[src/rtl/pov_pkg.sv]
// shared types, constants and the cordic arctangent table of the hat mapper
package pov_pkg;

	localparam int HAT_W = 16;
	localparam int CFG_W = 17;
	localparam int CFG_IDX_W = 2;
	localparam int PHASE_W = 32;
	localparam int CORDIC_STEPS = 28;
	localparam int REM_W = 14;

	localparam logic [HAT_W-1:0] HAT_CENTERED = 16'hFFFF;
	localparam logic [HAT_W-1:0] FULL_TURN = 16'd36000;
	localparam logic [HAT_W-1:0] QUARTER_TURN = 16'd9000;
	localparam logic [HAT_W-1:0] HALF_TURN = 16'd18000;
	localparam logic [HAT_W-1:0] THREE_QUARTER_TURN = 16'd27000;

	localparam logic signed [PHASE_W-1:0] CORDIC_GAIN_Q30 = 32'sh26DD3B6A;

	localparam logic signed [CFG_W-1:0] X_MIN_RESET = 17'sd0;
	localparam logic signed [CFG_W-1:0] X_MAX_RESET = 17'sd65535;
	localparam logic signed [CFG_W-1:0] Y_MIN_RESET = 17'sd0;
	localparam logic signed [CFG_W-1:0] Y_MAX_RESET = 17'sd65535;

	typedef enum logic [CFG_IDX_W-1:0] {
		REG_X_MIN = 2'd0,
		REG_X_MAX = 2'd1,
		REG_Y_MIN = 2'd2,
		REG_Y_MAX = 2'd3
	} cfg_reg_t;

	typedef enum logic [1:0] {
		QUAD_0 = 2'd0,
		QUAD_1 = 2'd1,
		QUAD_2 = 2'd2,
		QUAD_3 = 2'd3
	} quad_t;

	// sideband that travels beside every pipeline stage
	typedef struct packed {
		logic  vld;
		logic  mapped;
		quad_t quad;
	} side_t;

	// arctangent of 2^-i in units of 2^-32 turn
	function automatic logic [PHASE_W-1:0] atan_turn(input int unsigned i);
		logic [PHASE_W-1:0] v;
		unique case (i)
			0: v = 32'h20000000;
			1: v = 32'h12E4051D;
			2: v = 32'h09FB385B;
			3: v = 32'h051111D4;
			4: v = 32'h028B0D43;
			5: v = 32'h0145D7E1;
			6: v = 32'h00A2F61E;
			7: v = 32'h00517C55;
			8: v = 32'h0028BE53;
			9: v = 32'h00145F2E;
			10: v = 32'h000A2F98;
			11: v = 32'h000517CC;
			12: v = 32'h00028BE6;
			13: v = 32'h000145F3;
			14: v = 32'h0000A2F9;
			15: v = 32'h0000517C;
			16: v = 32'h000028BE;
			17: v = 32'h0000145F;
			18: v = 32'h00000A2F;
			19: v = 32'h00000517;
			20: v = 32'h0000028B;
			21: v = 32'h00000145;
			22: v = 32'h000000A2;
			23: v = 32'h00000051;
			24: v = 32'h00000028;
			25: v = 32'h00000014;
			26: v = 32'h0000000A;
			27: v = 32'h00000005;
			default: v = '0;
		endcase
		return v;
	endfunction

endpackage

[src/rtl/pov_map.sv]
// rounding of sine and cosine, quadrant fold and scaling onto the axis ranges
module pov_map #(
	parameter int AXIS_WIDTH = 18,
	parameter int TRIG_FRAC_BITS = 16
) (
	input  logic                               clk,
	input  logic                               arst_n,
	input  logic                               en,
	input  pov_pkg::side_t                     in_side,
	input  logic signed [pov_pkg::PHASE_W-1:0] cos_q30,
	input  logic signed [pov_pkg::PHASE_W-1:0] sin_q30,
	input  logic signed [pov_pkg::CFG_W-1:0]   x_minimum,
	input  logic signed [pov_pkg::CFG_W-1:0]   y_minimum,
	input  logic signed [AXIS_WIDTH-1:0]       x_half,
	input  logic signed [AXIS_WIDTH-1:0]       y_half,
	output logic                               out_vld,
	output logic                               mapped,
	output logic signed [pov_pkg::CFG_W-1:0]   x_axis,
	output logic signed [pov_pkg::CFG_W-1:0]   y_axis
);
	import pov_pkg::*;

	localparam int SH = 30 - TRIG_FRAC_BITS;
	localparam int TW = TRIG_FRAC_BITS + 2;
	localparam int WW = TRIG_FRAC_BITS + 3;
	localparam int PW = WW + AXIS_WIDTH;
	localparam int LW = CFG_W + TRIG_FRAC_BITS;
	localparam int NW = ((PW > LW) ? PW : LW) + 1;

	localparam logic signed [PHASE_W:0] RND = (PHASE_W+1)'(1) <<< (SH - 1);
	localparam logic signed [PHASE_W:0] ONE_WIDE = (PHASE_W+1)'(1) <<< TRIG_FRAC_BITS;
	localparam logic signed [WW-1:0] ONE_W = WW'(1) <<< TRIG_FRAC_BITS;
	localparam logic signed [NW-1:0] FRAC_MASK = (NW'(1) <<< TRIG_FRAC_BITS) - NW'(1);

	side_t side_s1, side_s2, side_s3, side_s4;
	logic signed [TW-1:0] s_s1, c_s1;
	logic signed [WW-1:0] wx_s2, wy_s2;
	logic signed [PW-1:0] px_s3, py_s3;
	logic signed [CFG_W-1:0] x_s4, y_s4;

	logic signed [PHASE_W:0] s_rnd, c_rnd, s_clp, c_clp;
	logic signed [TW-1:0] s_q, c_q;
	logic signed [NW-1:0] nx, ny, tx, ty;

	function automatic logic signed [PHASE_W:0] clamp_one(input logic signed [PHASE_W:0] v);
		logic signed [PHASE_W:0] r;
		if (v > ONE_WIDE) r = ONE_WIDE;
		else if (v < -ONE_WIDE) r = -ONE_WIDE;
		else r = v;
		return r;
	endfunction

	always_comb begin
		s_rnd = (signed'({sin_q30[PHASE_W-1], sin_q30}) + RND) >>> SH;
		c_rnd = (signed'({cos_q30[PHASE_W-1], cos_q30}) + RND) >>> SH;
		s_clp = clamp_one(s_rnd);
		c_clp = clamp_one(c_rnd);
	end

	// fold the first-quadrant pair into the hat's quadrant
	always_comb begin
		unique case (side_s1.quad)
			QUAD_1: begin
				s_q = c_s1;
				c_q = -s_s1;
			end
			QUAD_2: begin
				s_q = -s_s1;
				c_q = -c_s1;
			end
			QUAD_3: begin
				s_q = -c_s1;
				c_q = s_s1;
			end
			default: begin
				s_q = s_s1;
				c_q = c_s1;
			end
		endcase
	end

	always_comb begin
		nx = (NW'(x_minimum) <<< TRIG_FRAC_BITS) + NW'(px_s3);
		ny = (NW'(y_minimum) <<< TRIG_FRAC_BITS) + NW'(py_s3);
		// drop the fraction toward zero
		tx = (nx[NW-1] ? nx + FRAC_MASK : nx) >>> TRIG_FRAC_BITS;
		ty = (ny[NW-1] ? ny + FRAC_MASK : ny) >>> TRIG_FRAC_BITS;
	end

	always_ff @(posedge clk or negedge arst_n) begin
		if (!arst_n) begin
			side_s1 <= '0;
			side_s2 <= '0;
			side_s3 <= '0;
			side_s4 <= '0;
		end else if (en) begin
			side_s1 <= in_side;
			side_s2 <= side_s1;
			side_s3 <= side_s2;
			side_s4 <= side_s3;
		end
	end

	always_ff @(posedge clk) begin
		if (en) begin
			s_s1 <= s_clp[TW-1:0];
			c_s1 <= c_clp[TW-1:0];

			wx_s2 <= WW'(s_q) + ONE_W;
			wy_s2 <= ONE_W - WW'(c_q);

			px_s3 <= PW'(wx_s2) * PW'(x_half);
			py_s3 <= PW'(wy_s2) * PW'(y_half);

			x_s4 <= side_s3.mapped ? tx[CFG_W-1:0] : '0;
			y_s4 <= side_s3.mapped ? ty[CFG_W-1:0] : '0;
		end
	end

	assign out_vld = side_s4.vld;
	assign mapped = side_s4.mapped;
	assign x_axis = x_s4;
	assign y_axis = y_s4;

endmodule

[config.mk]
export PLATFORM = sky130hd
export DESIGN_NAME = pov_map
export DESIGN_NICKNAME = d
export VERILOG_FILES = /design/src/rtl/pov_pkg.sv /design/src/rtl/pov_map.sv
export SDC_FILE = /design/constraint.sdc
export NUM_CORES = 2
export LEC_CHECK = 0
export BUFFER_PORTS_ARGS = -buffer_cell sky130_fd_sc_hd__buf_2
export CORE_ASPECT_RATIO = 0.6
export CORE_MARGIN = 1
export CORE_UTILIZATION = 25
export DETAILED_ROUTE_END_ITERATION = 10
export GPL_TIMING_DRIVEN = 0
export PLACE_DENSITY = 0.45
export SLEW_MARGIN = 10
export SYNTH_ARGS = -nofsm -noshare
export SYNTH_HDL_FRONTEND = slang
export SYNTH_SLANG_ARGS = --single-unit
[constraint.sdc]
create_clock -name clk -period 20.1 [get_ports clk]
set_input_delay 2.01 -clock clk [delete_from_list [all_inputs] [get_ports clk]]
set_output_delay 2.01 -clock clk [all_outputs]
set_load 0.02 [all_outputs]
==> reports/summary.txt <==
status: completed
htree depth: 4
CTS tree: built
#FFs+latches synth: 192
Period Utilization, post-route: 0.496
Syn Nets: 4941
area delta synth->final: 10.1%
layout cells sized above 1: 0.0575
final wirelength: 115000 microns
clock sinks: 192
Slew Viols, Final: 0
Final Hold Fails: 0
CTS Buf Count: 17
RSZ-0062 raised after global routing: false
remaining antenna violation count: 0
critical path arrival: 10210 ps
vias per cell: 4.45
clock slew at reported path FFs: 80 ps
Remaining Overflow, GRT: 0
Setup Skew: 21.5 ps
buffers added on ports: 131
antenna violations before repair: 10
syn avg cell area: 9.52 sq um
crit-path cells: clkbuf_1, clkbuf_1, nand2_1, fa_1, fa_1, fa_1, fa_1, inv_1, fa_1, inv_1, fa_1, inv_1, ha_1, and3_1, and3_1, a32oi_1, o22ai_1, o41ai_1, o211ai_1, a31oi_1, o21bai_1, xnor2_1
CP max-delay cell: o41ai_1
Mapped Cells: 3870
Max-Cap Viols: 0
drt first pass iters: 7
worst-margin pin slew: 1290 ps
Top FF cell, synth: edfxtp_1
Wirelength per Cell: 19.3 microns
CP Launch Type: primary input
Core Area: 145000 sq um
post-DP HPWL: 97900 microns
Final WS setup: 10120 ps
vias in the first global route: 27328
worst skew pair latency: 520 ps
Top-Level Pins: 177
Worst Path Class, Setup: in2reg
Place WS: 9690 ps
minimum clock period: 9980 ps
Post-synth ARST share: 0.0521
1st-iter DRT viols: 1686
crit-path most repeated cell: fa_1
number of remaining DRC errors: 0
Seq/Total Area, Yosys: 0.155
row cnt: 108
first-pass GRT wire length: 175000 microns
Placer Congestion: 0.891
Hold Crit Class: reg2reg
vias: 26516
Unique masters post-synth: 94
Max Clk Rate: 100 MHz
Final nets: 5093
clk buf depth: 2
die width: 498 microns
Total GRT Usage: 0.157
Post-synth EDFFs: 182
post_cts resized: 0
Worst Setup End Kind: flip-flop
Mapped Area: 36800 sq um
Ys Warns: 0
largest net degree at the start of global routing: 92
Worst Path Required: 20340 ps
Post-CTS Hold Fix Bufs: 0
crit-path max FO: 10
Fin Setup TNS: 0 ps
Final Setup Violations: 0
max_slew headroom: 0.131
Die H: 299 microns
Slowest Stage Delay on Critical Path: 640 ps
post-CTS setup buffer count: 0
Starting Density: 0.253
die area: 149000 sq um
clock root cell: clkbuf_16
-- worst max-delay path: cells and delay by family --
kind            cells  cell delay [ps]
fa+ha+maj           7             3510
buf+inv             5             1310
xor+xnor            1              530
simple gates        3              530
compound gates      6             2290
-- cells by family after synthesis --
group                    count (synthesis)  synth area share
buffers and inverters                  915            0.0938
adder cells (fa/ha/maj)                930             0.457
AND/OR/NAND/NOR                       1217             0.169
multiplexers                            25           0.00720
XOR/XNOR                               188            0.0447
AO/OA/AOI/OAI                          403            0.0736
flip-flops                             192             0.155
-- Yosys cell counts, types with 13 or more instances --
cell type	count	area [sq um]
nand3_1	61	305
and3_1	26	163
a21oi_1	98	490
a31oi_1	18	113
edfxtp_1	182	5470
o211ai_1	14	105
o21a_1	22	165
a21o_1	34	255
o21ai_0	84	420
nor4_1	21	131
clkbuf_1	114	428
nand2b_1	26	163
nor2_1	166	623
mux2i_1	13	130
ha_1	238	2980
xnor2_1	130	1140
a211oi_1	18	135
nor3_1	46	230
fa_1	692	13900
nor2b_1	18	113
and2_1	351	2200
nand2_1	408	1530
xor2_1	58	508
inv_1	783	2940
nand4_1	16	100
-- layout make-up --
type,count,area (sq um)
timing repair buffer,133,721
clock buffer,18,429
clock inverter,14,168
fill,15577,105000
inverter,783,2940
tap,1925,2410
buffer,132,515
multi-input combinational,2763,27700
sequential,192,5720
antenna,4,10.0
-- worst paths after layout --
kind                            slack [ps]    endpoint       start  cells after the start
worst min-delay path                   490  side_s3[2]  side_s2[2]                      2
worst max-delay path                 10120   py_s3[36]   y_half[5]                     22
max in group asynchronous            18340  side_s1[0]      arst_n                      1
min in group asynchronous             1430      mapped      arst_n                      1
worst min register to register         490  side_s3[2]  side_s2[2]                      2
worst max register to register       11520   py_s3[36]    wy_s2[7]                     21
-- stage by stage --
stage	hold WS [ps]	utilization	std cells	instance area, sq um
finish	494	0.279	5964	40600
global route	521	0.279	5961	40600
CTS	500	0.279	5960	40600
detailed placement	482	0.275	5928	40000
global placement	466	0.274	5926	39900
floorplan	449	-	3870	36800
-- registers in the layout (all words and copies together) (netlist names) --
signal,flops
y_axis,17
side_s2,2
wy_s2,19
py_s3,37
out_vld,1
side_s3,2
mapped,1
px_s3,37
s_s1,18
side_s1,4
c_s1,18
x_axis,17
wx_s2,19
-- cell usage in the layout (no fill, tap or decap), drive strengths merged, types with 16 or more instances in the layout --
cell and instances:
a211oi 18, a21o 34, a21oi 100, a31oi 19
and2 351, and3 26, buf 151, clkbuf 132
edfxtp 182, fa 692, ha 238, inv 790
nand2 409, nand2b 26, nand3 63, nand4 16
nor2 169, nor2b 18, nor3 49, nor4 25
o21a 22, o21ai 89, xnor2 130, xor2 58
-- metal layers --
layer	up-vias	routed length, microns	track usage	part of all wire
li1	12434	-	-	-
met1	13260	60300	0.245	0.52
met2	760	41600	0.201	0.36
met3	58	11700	0.0605	0.10
met4	4	1110	0.0237	0.0096
met5	-	150	0.00657	0.0013
Power is left out: the tool's default activity adds up to more than one toggle a clock period on the data nets, which glitch-free logic cannot reach.
