==> src/rtl/pov_pkg.sv <==
// shared types, constants and the cordic arctangent table of the hat mapper
package pov_pkg;

	localparam int HAT_W = 16;
	localparam int CFG_W = 17;
	localparam int CFG_IDX_W = 2;
	localparam int PHASE_W = 32;
	localparam int CORDIC_STEPS = 28;
	localparam int REM_W = 14;

	localparam logic [HAT_W-1:0] HAT_CENTERED = 16'hFFFF;
	localparam logic [HAT_W-1:0] FULL_TURN = 16'd36000;
	localparam logic [HAT_W-1:0] QUARTER_TURN = 16'd9000;
	localparam logic [HAT_W-1:0] HALF_TURN = 16'd18000;
	localparam logic [HAT_W-1:0] THREE_QUARTER_TURN = 16'd27000;

	localparam logic signed [PHASE_W-1:0] CORDIC_GAIN_Q30 = 32'sh26DD3B6A;

	localparam logic signed [CFG_W-1:0] X_MIN_RESET = 17'sd0;
	localparam logic signed [CFG_W-1:0] X_MAX_RESET = 17'sd65535;
	localparam logic signed [CFG_W-1:0] Y_MIN_RESET = 17'sd0;
	localparam logic signed [CFG_W-1:0] Y_MAX_RESET = 17'sd65535;

	typedef enum logic [CFG_IDX_W-1:0] {
		REG_X_MIN = 2'd0,
		REG_X_MAX = 2'd1,
		REG_Y_MIN = 2'd2,
		REG_Y_MAX = 2'd3
	} cfg_reg_t;

	typedef enum logic [1:0] {
		QUAD_0 = 2'd0,
		QUAD_1 = 2'd1,
		QUAD_2 = 2'd2,
		QUAD_3 = 2'd3
	} quad_t;

	// sideband that travels beside every pipeline stage
	typedef struct packed {
		logic  vld;
		logic  mapped;
		quad_t quad;
	} side_t;

	// arctangent of 2^-i in units of 2^-32 turn
	function automatic logic [PHASE_W-1:0] atan_turn(input int unsigned i);
		logic [PHASE_W-1:0] v;
		unique case (i)
			0: v = 32'h20000000;
			1: v = 32'h12E4051D;
			2: v = 32'h09FB385B;
			3: v = 32'h051111D4;
			4: v = 32'h028B0D43;
			5: v = 32'h0145D7E1;
			6: v = 32'h00A2F61E;
			7: v = 32'h00517C55;
			8: v = 32'h0028BE53;
			9: v = 32'h00145F2E;
			10: v = 32'h000A2F98;
			11: v = 32'h000517CC;
			12: v = 32'h00028BE6;
			13: v = 32'h000145F3;
			14: v = 32'h0000A2F9;
			15: v = 32'h0000517C;
			16: v = 32'h000028BE;
			17: v = 32'h0000145F;
			18: v = 32'h00000A2F;
			19: v = 32'h00000517;
			20: v = 32'h0000028B;
			21: v = 32'h00000145;
			22: v = 32'h000000A2;
			23: v = 32'h00000051;
			24: v = 32'h00000028;
			25: v = 32'h00000014;
			26: v = 32'h0000000A;
			27: v = 32'h00000005;
			default: v = '0;
		endcase
		return v;
	endfunction

endpackage

==> src/rtl/pov_phase.sv <==
// angle wrap, quadrant split and conversion of the remainder to binary phase
module pov_phase (
	input  logic                         clk,
	input  logic                         arst_n,
	input  logic                         en,
	input  logic                         in_vld,
	input  logic [pov_pkg::HAT_W-1:0]    hat_angle,
	output pov_pkg::side_t               out_side,
	output logic signed [pov_pkg::PHASE_W-1:0] phase
);
	import pov_pkg::*;

	// r * 2^32 / 36000 = r * 119304 + floor(r * 728 / 1125)
	localparam logic [16:0] PH_INT = 17'd119304;
	localparam logic [9:0] PH_FRAC = 10'd728;
	localparam logic [10:0] DIV_D = 11'd1125;
	// floor(2^34 / 1125), estimate is low by at most one
	localparam logic [23:0] DIV_M = 24'd15270994;
	localparam int DIV_SH = 34;

	logic [HAT_W-1:0] wrapped;
	logic [HAT_W-1:0] rem_full;
	quad_t            quad_c;

	side_t            side_s1, side_s2, side_s3, side_s4;
	logic [REM_W-1:0] r_s1;
	logic [30:0]      base_s2, base_s3;
	logic [22:0]      num_s2, num_s3;
	logic [12:0]      q0_s3;
	logic [46:0]      prod_c;
	logic [23:0]      back_c;
	logic [12:0]      q_c;
	logic signed [PHASE_W-1:0] phase_s4;

	always_comb begin
		wrapped = (hat_angle >= FULL_TURN) ? hat_angle - FULL_TURN : hat_angle;
		priority if (wrapped >= THREE_QUARTER_TURN) begin
			quad_c = QUAD_3;
			rem_full = wrapped - THREE_QUARTER_TURN;
		end else if (wrapped >= HALF_TURN) begin
			quad_c = QUAD_2;
			rem_full = wrapped - HALF_TURN;
		end else if (wrapped >= QUARTER_TURN) begin
			quad_c = QUAD_1;
			rem_full = wrapped - QUARTER_TURN;
		end else begin
			quad_c = QUAD_0;
			rem_full = wrapped;
		end
	end

	assign prod_c = {24'd0, num_s2} * {23'd0, DIV_M};
	assign back_c = {11'd0, q0_s3} * {13'd0, DIV_D};
	assign q_c = ({1'b0, num_s3} - back_c >= {13'd0, DIV_D}) ? q0_s3 + 13'd1 : q0_s3;

	always_ff @(posedge clk or negedge arst_n) begin
		if (!arst_n) begin
			side_s1 <= '0;
			side_s2 <= '0;
			side_s3 <= '0;
			side_s4 <= '0;
		end else if (en) begin
			side_s1 <= '{vld: in_vld, mapped: (hat_angle != HAT_CENTERED), quad: quad_c};
			side_s2 <= side_s1;
			side_s3 <= side_s2;
			side_s4 <= side_s3;
		end
	end

	always_ff @(posedge clk) begin
		if (en) begin
			r_s1 <= rem_full[REM_W-1:0];

			base_s2 <= 31'({17'd0, r_s1} * {14'd0, PH_INT});
			num_s2 <= 23'({13'd0, r_s1} * {14'd0, PH_FRAC});

			base_s3 <= base_s2;
			num_s3 <= num_s2;
			q0_s3 <= prod_c[DIV_SH+12:DIV_SH];

			phase_s4 <= signed'({1'b0, base_s3} + {19'd0, q_c});
		end
	end

	assign out_side = side_s4;
	assign phase = phase_s4;

endmodule

==> config.mk <==
export PLATFORM = sky130hd
export DESIGN_NAME = pov_phase
export DESIGN_NICKNAME = d
export VERILOG_FILES = /design/src/rtl/pov_pkg.sv /design/src/rtl/pov_phase.sv
export SDC_FILE = /design/constraint.sdc
export NUM_CORES = 1
export LEC_CHECK = 0
export ABC_AREA = 0
export BUFFER_PORTS_ARGS = -buffer_cell sky130_fd_sc_hd__buf_4
export CAP_MARGIN = 20
export CORE_AREA = 2 2 284 258
export DETAILED_ROUTE_END_ITERATION = 8
export DIE_AREA = 0 0 286 260
export PLACE_DENSITY = 0.54
export SLEW_MARGIN = 25
export SYNTH_ARGS = -nofsm -noshare
export SYNTH_HDL_FRONTEND = slang
export SYNTH_SLANG_ARGS = --single-unit
==> constraint.sdc <==
create_clock -name clk -period 19.6 [get_ports clk]
set_input_delay 3.92 -clock clk [delete_from_list [all_inputs] [get_ports clk]]
set_output_delay 3.92 -clock clk [all_outputs]
set_load 0.01 [all_outputs]
==> results of run 1 <==
-- per-layer routing --
| metal | GRT usage, % | vias up |
|---|---|---|
| met2 | 20.5 | 156 |
| met4 | 3.00 | 0 |
| met5 | 0 | - |
| li1 | - | 6840 |
| met3 | 1.68 | 34 |
| met1 | 16.9 | 6787 |
-- worst paths after layout --
kind	slack [ns]	depth (start not counted)	to
setup / recovery	10.53	30	phase[25]$_DFFE_PP_
hold / removal	0.42	0	base_s3[6]$_DFFE_PP_
setup reg to reg	10.53	30	phase[25]$_DFFE_PP_
hold reg to reg	0.42	0	base_s3[6]$_DFFE_PP_
max in group asynchronous	16.10	1	side_s1[0]$_DFFE_PN0P_
min in group asynchronous	3.32	1	side_s1[3]$_DFFE_PN0P_
-- cells in the mapped netlist (24+ instances only) --
master    number  share of area [%]
edfxtp_1     153                 22
nor3_1        32               0.76
fa_1         209                 20
ha_1         457                 27
nand3_1       35               0.83
xor2_1        27                1.1
a21oi_1       72                1.7
nand2_1       59                1.0
inv_1        368                6.5
xnor2_1       89                3.7
nor2_1        73                1.3
a21o_1        24               0.85
o21ai_0       46                1.1
-- layout make-up --
| class | instances | area share [%] |
|---|---|---|
| multi-input combinational | 1392 | 63.1 |
| sequential | 169 | 21.5 |
| inverter | 368 | 5.94 |
| tap | 950 | 5.11 |
| timing repair buffer | 57 | 1.86 |
| clock buffer | 17 | 1.83 |
| clock inverter | 15 | 0.651 |
-- metrics by stage --
stage	area (um2)	hold slack (ns)	std cells	util, %
2_1_floorplan	21200	0.400	1949	-
3_3_place_gp	22700	0.406	2936	31.9
3_5_place_dp	22700	0.405	2936	31.9
4_1_cts	23300	0.421	2968	32.7
5_1_grt	23300	0.436	2968	32.7
6_report	23300	0.418	2968	32.7
-- flip-flops by register name, indices dropped and copies added (netlist names) --
register / count
phase: 32
base_s2: 27
base_s3: 27
num_s2: 20
num_s3: 20
r_s1: 14
q0_s3: 13
out_side: 4
side_s1: 4
side_s2: 4
side_s3: 4
-- cell families (layout without fill, tap and decap cells) --
group | count (synthesis) | in the layout | share of synthesized area, %
adders and majority gates | 666 | 666 | 46.7
and+or+nand+nor | 309 | 309 | 7.46
DFF | 169 | 169 | 23.6
AOI/OAI and AO/OA | 285 | 285 | 9.46
muxes | 15 | 15 | 0.785
xor gates and xnor gates | 117 | 117 | 4.87
buffers and inverters | 388 | 457 | 7.15
==> out/metrics.csv, run 1 <==
stage;metric;value;unit
run_status;status;completed;
yosys;syn-num-nets;2635;
timing;tightest_slew;0.986;ns
clock_tree;ctsHoldBuffers;0;
clock_tree;cts_setup_buffers;0;
worst_setup_path;worstSetupStartpoint;q0_s3[5]$_DFFE_PP_;
final_layout;nFillCells;7248;
global_route;grt_max_degree;107;
timing;setup_viol;0;
floorplanning;die_w;286;um
worst_setup_path;crit_slowest_cell;nand4_1;
placed_design;post-place-ws;10.72;ns
route;wire_per_inst;15.0;um
timing;max_freq;110;MHz
route;drtPass1Iterations;4;
route;drc;0;
global_route;grt_pass1_vias;14400;
timing;rsz0062_at_grt;false;
timing;slew_headroom;34.3;%
worst_setup_path;cp.arrival;9.26;ns
global_route;overflow;0;
route;route.met2.wl;20.6;mm
worst_hold_path;hold_class;flop to flop;
yosys;synth-seq-cells;169;
yosys;syn_area;21200;um2
final_layout;layout_common_cells;ha_1, inv_1, fa_1, edfxtp_1, xnor2_1;
worst_setup_path;crit_fanout;14;
worst_setup_path;cp-start-kind;flop;
route;highest_layer;met4;
worst_setup_path;path_class;flop to flop;
floorplanning;die_area;74400;um2
yosys;ys_seq_area_share;23.6;%
clock_tree;numCtsBuffers;17;
worst_setup_path;cp-end-kind;flop;
placed_design;port-buffer-count;55;
route;ant_nets;0;
route;via_per_inst;4.66;
flow_run;drv_cap;0;
final_layout;final_common_cell;ha_1;
clock_tree;htree_levels;4;
worst_setup_path;crit_family;adder cells;
timing;final.setup_skew;0.0173;ns
final_layout;antennaDiodeCount;0;
floorplanning;die_h;260;um
clock_tree;clock_latency;0.45;ns
worst_setup_path;path_buf_inv;3;
placed_design;gp_congestion;0.873;
timing;layout_setup_ws;10.53;ns
clock_tree;ctsResizeCount;0;
final_layout;final-seq-area;4990;um2
clock_tree;ctsRootBufferMaster;clkbuf_16;
worst_setup_path;r2r_start;q0_s3[5]$_DFFE_PP_;
clock_tree;clkTransAtPathRegs;0.07;ns
yosys;synthCells;1949;
global_route;track_usage;12.3;%
floorplanning;num_rows;93;
route;finalWirelength;44.4;mm
floorplanning;core;71200;um2
worst_hold_path;hold_start;base_s2[6]$_DFFE_PP_;
worst_setup_path;crit_required;19.79;ns
timing;post-route-period-util;46.3;%
final_layout;nets;2691;
placed_design;post-dp-hpwl;36.4;mm
route;dr.first_iter.drc_count;636;
global_route;antenna_found_initial;0;
yosys;ys_warn_count;0;
floorplanning;io-pin-count;56;
final_layout;area.growth.synth_to_final;9.73;%
final_layout;multi_input_area;14700;um2
worst_setup_path;critPathMaxStageDelay;0.66;ns
clock_tree;ctsLongestPathBuffers;2;
timing;setup_tns;0;ns
yosys;syn_area_per_cell;10.9;um2
yosys;synth_edf_count;153;
floorplanning;initial_core_util;29.8;%
global_route;grt_pass1_wl;74.5;mm
timing;drv_slew;0;
route;met3_length;1.08;mm
yosys;synth.distinct_cells;90;
timing;finalHoldViolCount;0;
clock_tree;cts_sinks;169;
route;wl_met1;21.9;mm
timing;fin_crit;9.07;ns
yosys;synth-async-reset-ratio;9.47;%
clock_tree;cts_tree;built;
yosys;synthFlopType;edfxtp_1;
final_layout;drive_gt1_share;6.44;%
route;vias;13800;
Power of run 1 is not shown: default switching activity piles up to over one toggle a cycle in this logic, so the estimate is an artifact.
==> run 2: changes to the inputs <==
--- a/config.mk
+++ b/config.mk
@@ -5,13 +5,13 @@
 export SDC_FILE = /design/constraint.sdc
 export NUM_CORES = 1
 export LEC_CHECK = 0
-export ABC_AREA = 0
+export ABC_AREA = 1
 export BUFFER_PORTS_ARGS = -buffer_cell sky130_fd_sc_hd__buf_4
 export CAP_MARGIN = 20
-export CORE_AREA = 2 2 284 258
+export CORE_AREA = 2 2 294 267
 export DETAILED_ROUTE_END_ITERATION = 8
-export DIE_AREA = 0 0 286 260
-export PLACE_DENSITY = 0.54
+export DIE_AREA = 0 0 296 269
+export PLACE_DENSITY = 0.55
 export SLEW_MARGIN = 25
 export SYNTH_ARGS = -nofsm -noshare
 export SYNTH_HDL_FRONTEND = slang
==> constraint.sdc (replaced) <==
create_clock -name clk -period 7.75 [get_ports clk]
set_input_delay 1.55 -clock clk [delete_from_list [all_inputs] [get_ports clk]]
set_output_delay 1.55 -clock clk [all_outputs]
set_load 0.01 [all_outputs]
==> run 2 against run 1 <==
Compared with the run above: fmax grew 27%; critical endpoint is now phase[21]$_DFFE_PP_; die area grew 7.1%; sequential share of layout area shrank 1.6 points.
==> out/metrics.csv, run 2 <==
stage;metric;value;unit;change
worst_setup_path;cp.arrival;7.37;ns;-1.89 ns
worst_setup_path;critPathMaxStageDelay;0.54;ns;-0.12 ns
placed_design;port-buffer-count;55;;unchanged
floorplanning;num_rows;97;;+4.3%
final_layout;final_common_cell;inv_1;;
final_layout;fin_util;32.7;%;about the same
worst_setup_path;cp-start-kind;flop;;
worst_setup_path;cp-end-kind;flop;;
route;met3_length;1.54;mm;+42%
timing;tightest_slew;0.799;ns;-0.187 ns
worst_setup_path;crit_fanout;18;;+4
global_route;grt_pass1_wl;85.1;mm;+14%
flow_run;drv_cap;0;;unchanged
final_layout;layout_common_cells;inv_1, nand2_1, ha_1, fa_1, edfxtp_1;;
clock_tree;ctsLongestPathBuffers;2;;unchanged
floorplanning;die_area;79600;um2;+7.1%
worst_setup_path;ff2ff_path_depth;34;;+13%
final_layout;nets;3289;;+22%
route;via_per_inst;4.47;;-3.9%
yosys;synthFlopType;edfxtp_1;;
timing;drv_slew;0;;unchanged
route;drtPass1Iterations;5;;+1
yosys;ys_warn_count;0;;unchanged
yosys;syn_area;22700;um2;+7.3%
timing;slew_headroom;46.8;%;+12 points
final_layout;largest_register_ffs;32;;unchanged
worst_hold_path;hold_class;flop to flop;;
worst_setup_path;critPathMostFrequentCell;nand2_1;;
floorplanning;die_w;296;um;+3.5%
floorplanning;initial_core_util;29.6;%;-0.21 points
clock_tree;htree_levels;4;;unchanged
yosys;ys_seq_area_share;22.0;%;-1.6 points
yosys;synthCells;2523;;+29%
timing;fin_crit;7.15;ns;-1.92 ns
yosys;syn_area_per_cell;9.01;um2;-17%
run_status;status;completed;;
final_layout;nFillCells;8161;;+13%
yosys;synth.most_common_cell;inv_1;;
clock_tree;cts_sinks;169;;unchanged
yosys;synth-seq-cells;169;;unchanged
yosys;synth_commonest_cells;inv_1, nand2_1, ha_1;;
route;wire_per_inst;14.1;um;-5.6%
floorplanning;die_h;269;um;+3.5%
worst_setup_path;path_class;flop to flop;;
route;highest_layer;met4;;
route;drc;0;;unchanged
clock_tree;numCtsBuffers;17;;unchanged
yosys;netlist.area_leader.share;25.1;%;-1.8 points
clock_tree;clkTransAtPathRegs;0.08;ns;about the same
timing;final.setup_skew;0.0163;ns;-0.000986 ns
timing;finalHoldViolCount;0;;unchanged
global_route;grt_pass1_vias;16400;;+13%
final_layout;drive_gt1_share;6.31;%;-0.13 points
clock_tree;ctsRootBufferMaster;clkbuf_16;;
final_layout;stdcell_count;3654;;+23%
worst_setup_path;crit_required;7.96;ns;-11.83 ns
timing;worst_hold_slack;0.418;ns;-0.000547 ns
route;dr.first_iter.drc_count;822;;+29%
placed_design;dp_cells;3612;;+23%
floorplanning;core;76900;um2;+8.1%
clock_tree;clock_latency;0.46;ns;about the same
clock_tree;cts_tree;built;;
floorplanning;io-pin-count;56;;unchanged
yosys;synthTopCellsByArea;ha_1, edfxtp_1, fa_1, inv_1, nand2_1;;
route;vias;16300;;+18%
placed_design;post-dp-hpwl;43.4;mm;+19%
global_route;grt_max_degree;108;;+0.93%
clock_tree;ctsHoldBuffers;0;;unchanged
route;ant_nets;0;;unchanged
final_layout;antennaDiodeCount;0;;unchanged
route;finalWirelength;51.6;mm;+16%
global_route;track_usage;13.5;%;+1.1 points
timing;setup_viol;0;;unchanged
route;route.met2.wl;23.6;mm;+15%
global_route;overflow;0;;unchanged
route;wl_met1;25.7;mm;+18%
worst_hold_path;hold_depth;0;;unchanged
timing;max_freq;140;MHz;+27%
timing;post-route-period-util;92.3;%;+46 points
global_route;antenna_found_initial;0;;unchanged
yosys;synth-async-reset-ratio;9.47;%;unchanged
placed_design;gp_congestion;0.874;;about the same
yosys;syn-num-nets;3209;;+22%
yosys;synth_area_leader_cell;ha_1;;
final_layout;area.growth.synth_to_final;10.6;%;
yosys;synth.distinct_cells;49;;-46%
worst_setup_path;crit_slowest_cell;fa_1;;
yosys;synth_edf_count;153;;unchanged
-- run 2: cell count changes in the layout (fill, tap and decap cells not counted), moves of 16 or more --
cell      delta
nand2_2     +20
a21o_1      -18
inv_1      +135
nand3_1     +71
nand2_1    +416
o21ai_0     +21
xnor2_1     -61
nor2_1      +37
xor2_1      +61
a211oi_1    -16
a21oi_1     +42
-- run 2: cells by family after synthesis --
kind of cell	Yosys count	share of synthesized area, %
xor+xnor	116	4.47
fa+ha+maj	666	43.5
simple gates	804	15.3
buf+inv	526	8.91
flops	169	22.0
compound gates	242	5.84
-- run 2: worst paths after layout --
| path | startpoint | endpoint | slack (ns) |
|---|---|---|---|
| hold reg to reg | base_s2[13]$_DFFE_PP_ | base_s3[13]$_DFFE_PP_ | 0.42 |
| hold / removal | base_s2[13]$_DFFE_PP_ | base_s3[13]$_DFFE_PP_ | 0.42 |
| max in group asynchronous | arst_n | side_s1[2]$_DFFE_PN0P_ | 6.63 |
| setup reg to reg | q0_s3[9]$_DFFE_PP_ | phase[21]$_DFFE_PP_ | 0.60 |
| min in group asynchronous | arst_n | out_side[0]$_DFFE_PN0P_ | 0.94 |
| setup / recovery | q0_s3[9]$_DFFE_PP_ | phase[21]$_DFFE_PP_ | 0.60 |
-- run 2: routing by layer --
layer | GRT usage [%] | up-vias
met3 | 1.68 | 48
met5 | 0 | -
met4 | 2.78 | 0
li1 | - | 8338
met2 | 22.2 | 225
met1 | 18.9 | 7728
-- run 2: final cells by class --
type                    instances  area (um2)  area share, %
clock buffers                  17         425           1.69
well taps                    1039        1300           5.17
multi-input cells            1828       15800           62.6
repair buffers                 73         564           2.24
inverters                     514        1930           7.69
flip-flops and latches        169        4990           19.9
clock inverters                14         184          0.731
-- run 2: through the flow --
stage	instance area (um2)	setup slack, ns	TNS [ns]
finish	25200	0.597	0
global route	25200	-0.00717	-0.00717
floorplan	22700	1.03	0
global placement	24400	0.253	0
CTS	25000	0.186	0
detailed placement	24400	0.202	0
-- run 2: worst max-delay path, delay by kind of cell (launching register included) --
kind / cells / cell delay, ns
AOI/OAI and AO/OA: 6 / 1.03
adders and majority gates: 7 / 3.04
buffers and inverters: 5 / 0.46
DFF: 1 / 0.48
and+or+nand+nor: 16 / 1.88
-- run 2: what timing repair did --
item	CTS	global route
endpoints found under the hold margin	0	0
buffers inserted	0	11
setup endpoints to repair	0	11
gates resized for setup	0	12
Power of run 2 is left out for the same reason.
==> run 3: changes to the inputs <==
--- a/config.mk
+++ b/config.mk
@@ -8,10 +8,10 @@
 export ABC_AREA = 1
 export BUFFER_PORTS_ARGS = -buffer_cell sky130_fd_sc_hd__buf_4
 export CAP_MARGIN = 20
-export CORE_AREA = 2 2 294 267
+export CORE_AREA = 2 2 393 200
 export DETAILED_ROUTE_END_ITERATION = 8
-export DIE_AREA = 0 0 296 269
-export PLACE_DENSITY = 0.55
+export DIE_AREA = 0 0 395 202
+export PLACE_DENSITY = 0.56
 export SLEW_MARGIN = 25
 export SYNTH_ARGS = -nofsm -noshare
 export SYNTH_HDL_FRONTEND = slang
==> run 3 against run 2 <==
Compared with the run above: non-clock buffer count rose by 7; first-iteration DRC count rose by 82%; utilization rose by 0.23 points; critical endpoint is now phase[24]$_DFFE_PP_; sequential share of layout area barely moved; register-to-register slack got worse by 0.096 ns; via count rose by 3.0%; final cell count rose by 0.14%; highest routed layer unchanged.
==> out/metrics.csv, run 3 (synthesis results as in run 2) <==
stage;metric;value;unit;change
timing;layout_setup_ws;0.500;ns;-0.0964 ns
route;ant_nets;0;;unchanged
timing;drv_slew;0;;unchanged
floorplanning;initial_core_util;29.7;%;+0.18 points
final_layout;stdcell_count;3659;;+0.14%
worst_setup_path;path_class;flop to flop;;
timing;max_freq;138;MHz;-1.3%
route;vias;16800;;+3.0%
worst_hold_path;hold_class;flop to flop;;
worst_hold_path;hold_depth;0;;unchanged
route;drtPass1Iterations;5;;unchanged
final_layout;final-seq-area;4990;um2;unchanged
clock_tree;clkTransAtPathRegs;0.08;ns;about the same
final_layout;nFillCells;7953;;-2.5%
floorplanning;die_w;395;um;+33%
global_route;overflow;0;;unchanged
timing;post-route-period-util;93.5;%;+1.2 points
final_layout;nets;3296;;+0.21%
final_layout;drive_gt1_share;6.41;%;+0.098 points
global_route;track_usage;15.6;%;+2.2 points
global_route;antenna_found_initial;7;;+7
worst_setup_path;cp-start-kind;flop;;
worst_setup_path;ff2ff_path_depth;38;;+12%
route;wire_per_inst;16.7;um;+18%
floorplanning;die_area;79800;um2;+0.21%
timing;finalHoldViolCount;0;;unchanged
floorplanning;core;76500;um2;-0.60%
timing;slew_headroom;39.9;%;-6.8 points
worst_setup_path;crit_slowest_cell;fa_1;;
worst_setup_path;critPathMaxStageDelay;0.53;ns;about the same
final_layout;final_common_cell;inv_1;;
floorplanning;io-pin-count;56;;unchanged
clock_tree;ctsLongestPathBuffers;2;;unchanged
worst_setup_path;regToRegSetupSlack;0.50;ns;-0.10 ns
clock_tree;numCtsBuffers;17;;unchanged
timing;fin_crit;7.25;ns;+0.0964 ns
worst_setup_path;critPathMostFrequentCell;nand2_1;;
clock_tree;ctsRootBufferMaster;clkbuf_16;;
global_route;grt_pass1_wl;96.1;mm;+13%
final_layout;area.growth.synth_to_final;10.7;%;about the same
clock_tree;cts_tree;built;;
floorplanning;num_rows;72;;-26%
clock_tree;clock_latency;0.48;ns;+0.02 ns
route;drc;0;;unchanged
timing;final.setup_skew;0.0156;ns;-0.000649 ns
timing;setup_viol;0;;unchanged
final_layout;largest_register_ffs;32;;unchanged
worst_setup_path;cp.arrival;7.48;ns;+0.11 ns
clock_tree;cts_sinks;169;;unchanged
placed_design;post-place-ws;0.197;ns;-0.00497 ns
placed_design;dp_cells;3620;;+0.22%
worst_setup_path;reg2reg_to;phase[24]$_DFFE_PP_;;
placed_design;post-dp-hpwl;52.0;mm;+20%
run_status;status;completed;;
worst_hold_path;hold_start;base_s2[21]$_DFFE_PP_;;
worst_setup_path;r2r_start;q0_s3[2]$_DFFE_PP_;;
final_layout;layout_common_cells;inv_1, nand2_1, ha_1, fa_1, edfxtp_1;;
floorplanning;die_h;202;um;-25%
route;via_per_inst;4.60;;+2.9%
timing;setup_tns;0;ns;unchanged
global_route;grt_pass1_vias;15900;;-2.7%
route;finalWirelength;60.9;mm;+18%
timing;tightest_slew;0.901;ns;+0.103 ns
placed_design;gp_congestion;0.912;;+4.4%
worst_setup_path;cp-end-kind;flop;;
worst_hold_path;hold_end;base_s3[21]$_DFFE_PP_;;
placed_design;port-buffer-count;55;;unchanged
flow_run;drv_cap;0;;unchanged
timing;rsz0062_at_grt;false;;
global_route;grt_max_degree;79;;-27%
worst_setup_path;crit_required;7.98;ns;+0.02 ns
final_layout;fin_util;32.9;%;+0.23 points
clock_tree;htree_levels;4;;unchanged
final_layout;multi_input_area;15700;um2;about the same
route;dr.first_iter.drc_count;1492;;+82%
worst_setup_path;crit_fanout;17;;-1
run 3: final cells by class:
class | count | area share [%]
Sequential cell | 169 | 19.8
Clock buffer | 17 | 1.69
Inverter | 514 | 7.68
Timing Repair Buffer | 80 | 2.42
Clock inverter | 14 | 0.706
Tap cell | 1036 | 5.15
Multi-Input combinational cell | 1828 | 62.5
Antenna cell | 1 | 0.00994
run 3: repair_timing:
item	4_1_cts	5_1_grt
gates resized for setup	0	8
hold endpoints to repair	0	0
setup endpoints to repair	0	10
hold buffers	0	0
buffers inserted	0	7
run 3: critical path: cells and delay by family, from the launching register on:
family	cells	cell delay (ns)
xor+xnor	1	0.08
fa+ha+maj	7	2.68
buf+inv	6	0.45
compound gates	6	1.39
simple gates	18	1.91
flops	1	0.50
run 3: per-stage QoR:
stage | area [um2] | hold slack (ns)
2_1_floorplan | 22700 | 0.400
3_3_place_gp | 24500 | 0.402
3_5_place_dp | 24500 | 0.406
4_1_cts | 25100 | 0.408
5_1_grt | 25200 | 0.416
6_report | 25200 | 0.410
run 3: worst max-delay path by stage:
stage / start / cells past startpoint / slack, ns / endpoint
detailed placement: q0_s3[6]$_DFFE_PP_ / 37 / 0.20 / phase[24]$_DFFE_PP_
CTS: q0_s3[6]$_DFFE_PP_ / 37 / 0.17 / phase[24]$_DFFE_PP_
global placement: q0_s3[2]$_DFFE_PP_ / 38 / 0.18 / phase[24]$_DFFE_PP_
finish: q0_s3[2]$_DFFE_PP_ / 38 / 0.50 / phase[24]$_DFFE_PP_
floorplan: q0_s3[8]$_DFFE_PP_ / 35 / 1.03 / phase[21]$_DFFE_PP_
global route: q0_s3[5]$_DFFE_PP_ / 37 / 0.03 / phase[21]$_DFFE_PP_
run 3: per-layer routing:
metal | GRT usage, % | up-vias | part of all wire, %
met5 | 0 | - | 0
met4 | 2.21 | 0 | 0.67
met3 | 4.62 | 27 | 9.3
met2 | 16.7 | 518 | 30
met1 | 28.1 | 7926 | 60
li1 | - | 8365 | -
Power of run 3 is left out for the same reason.
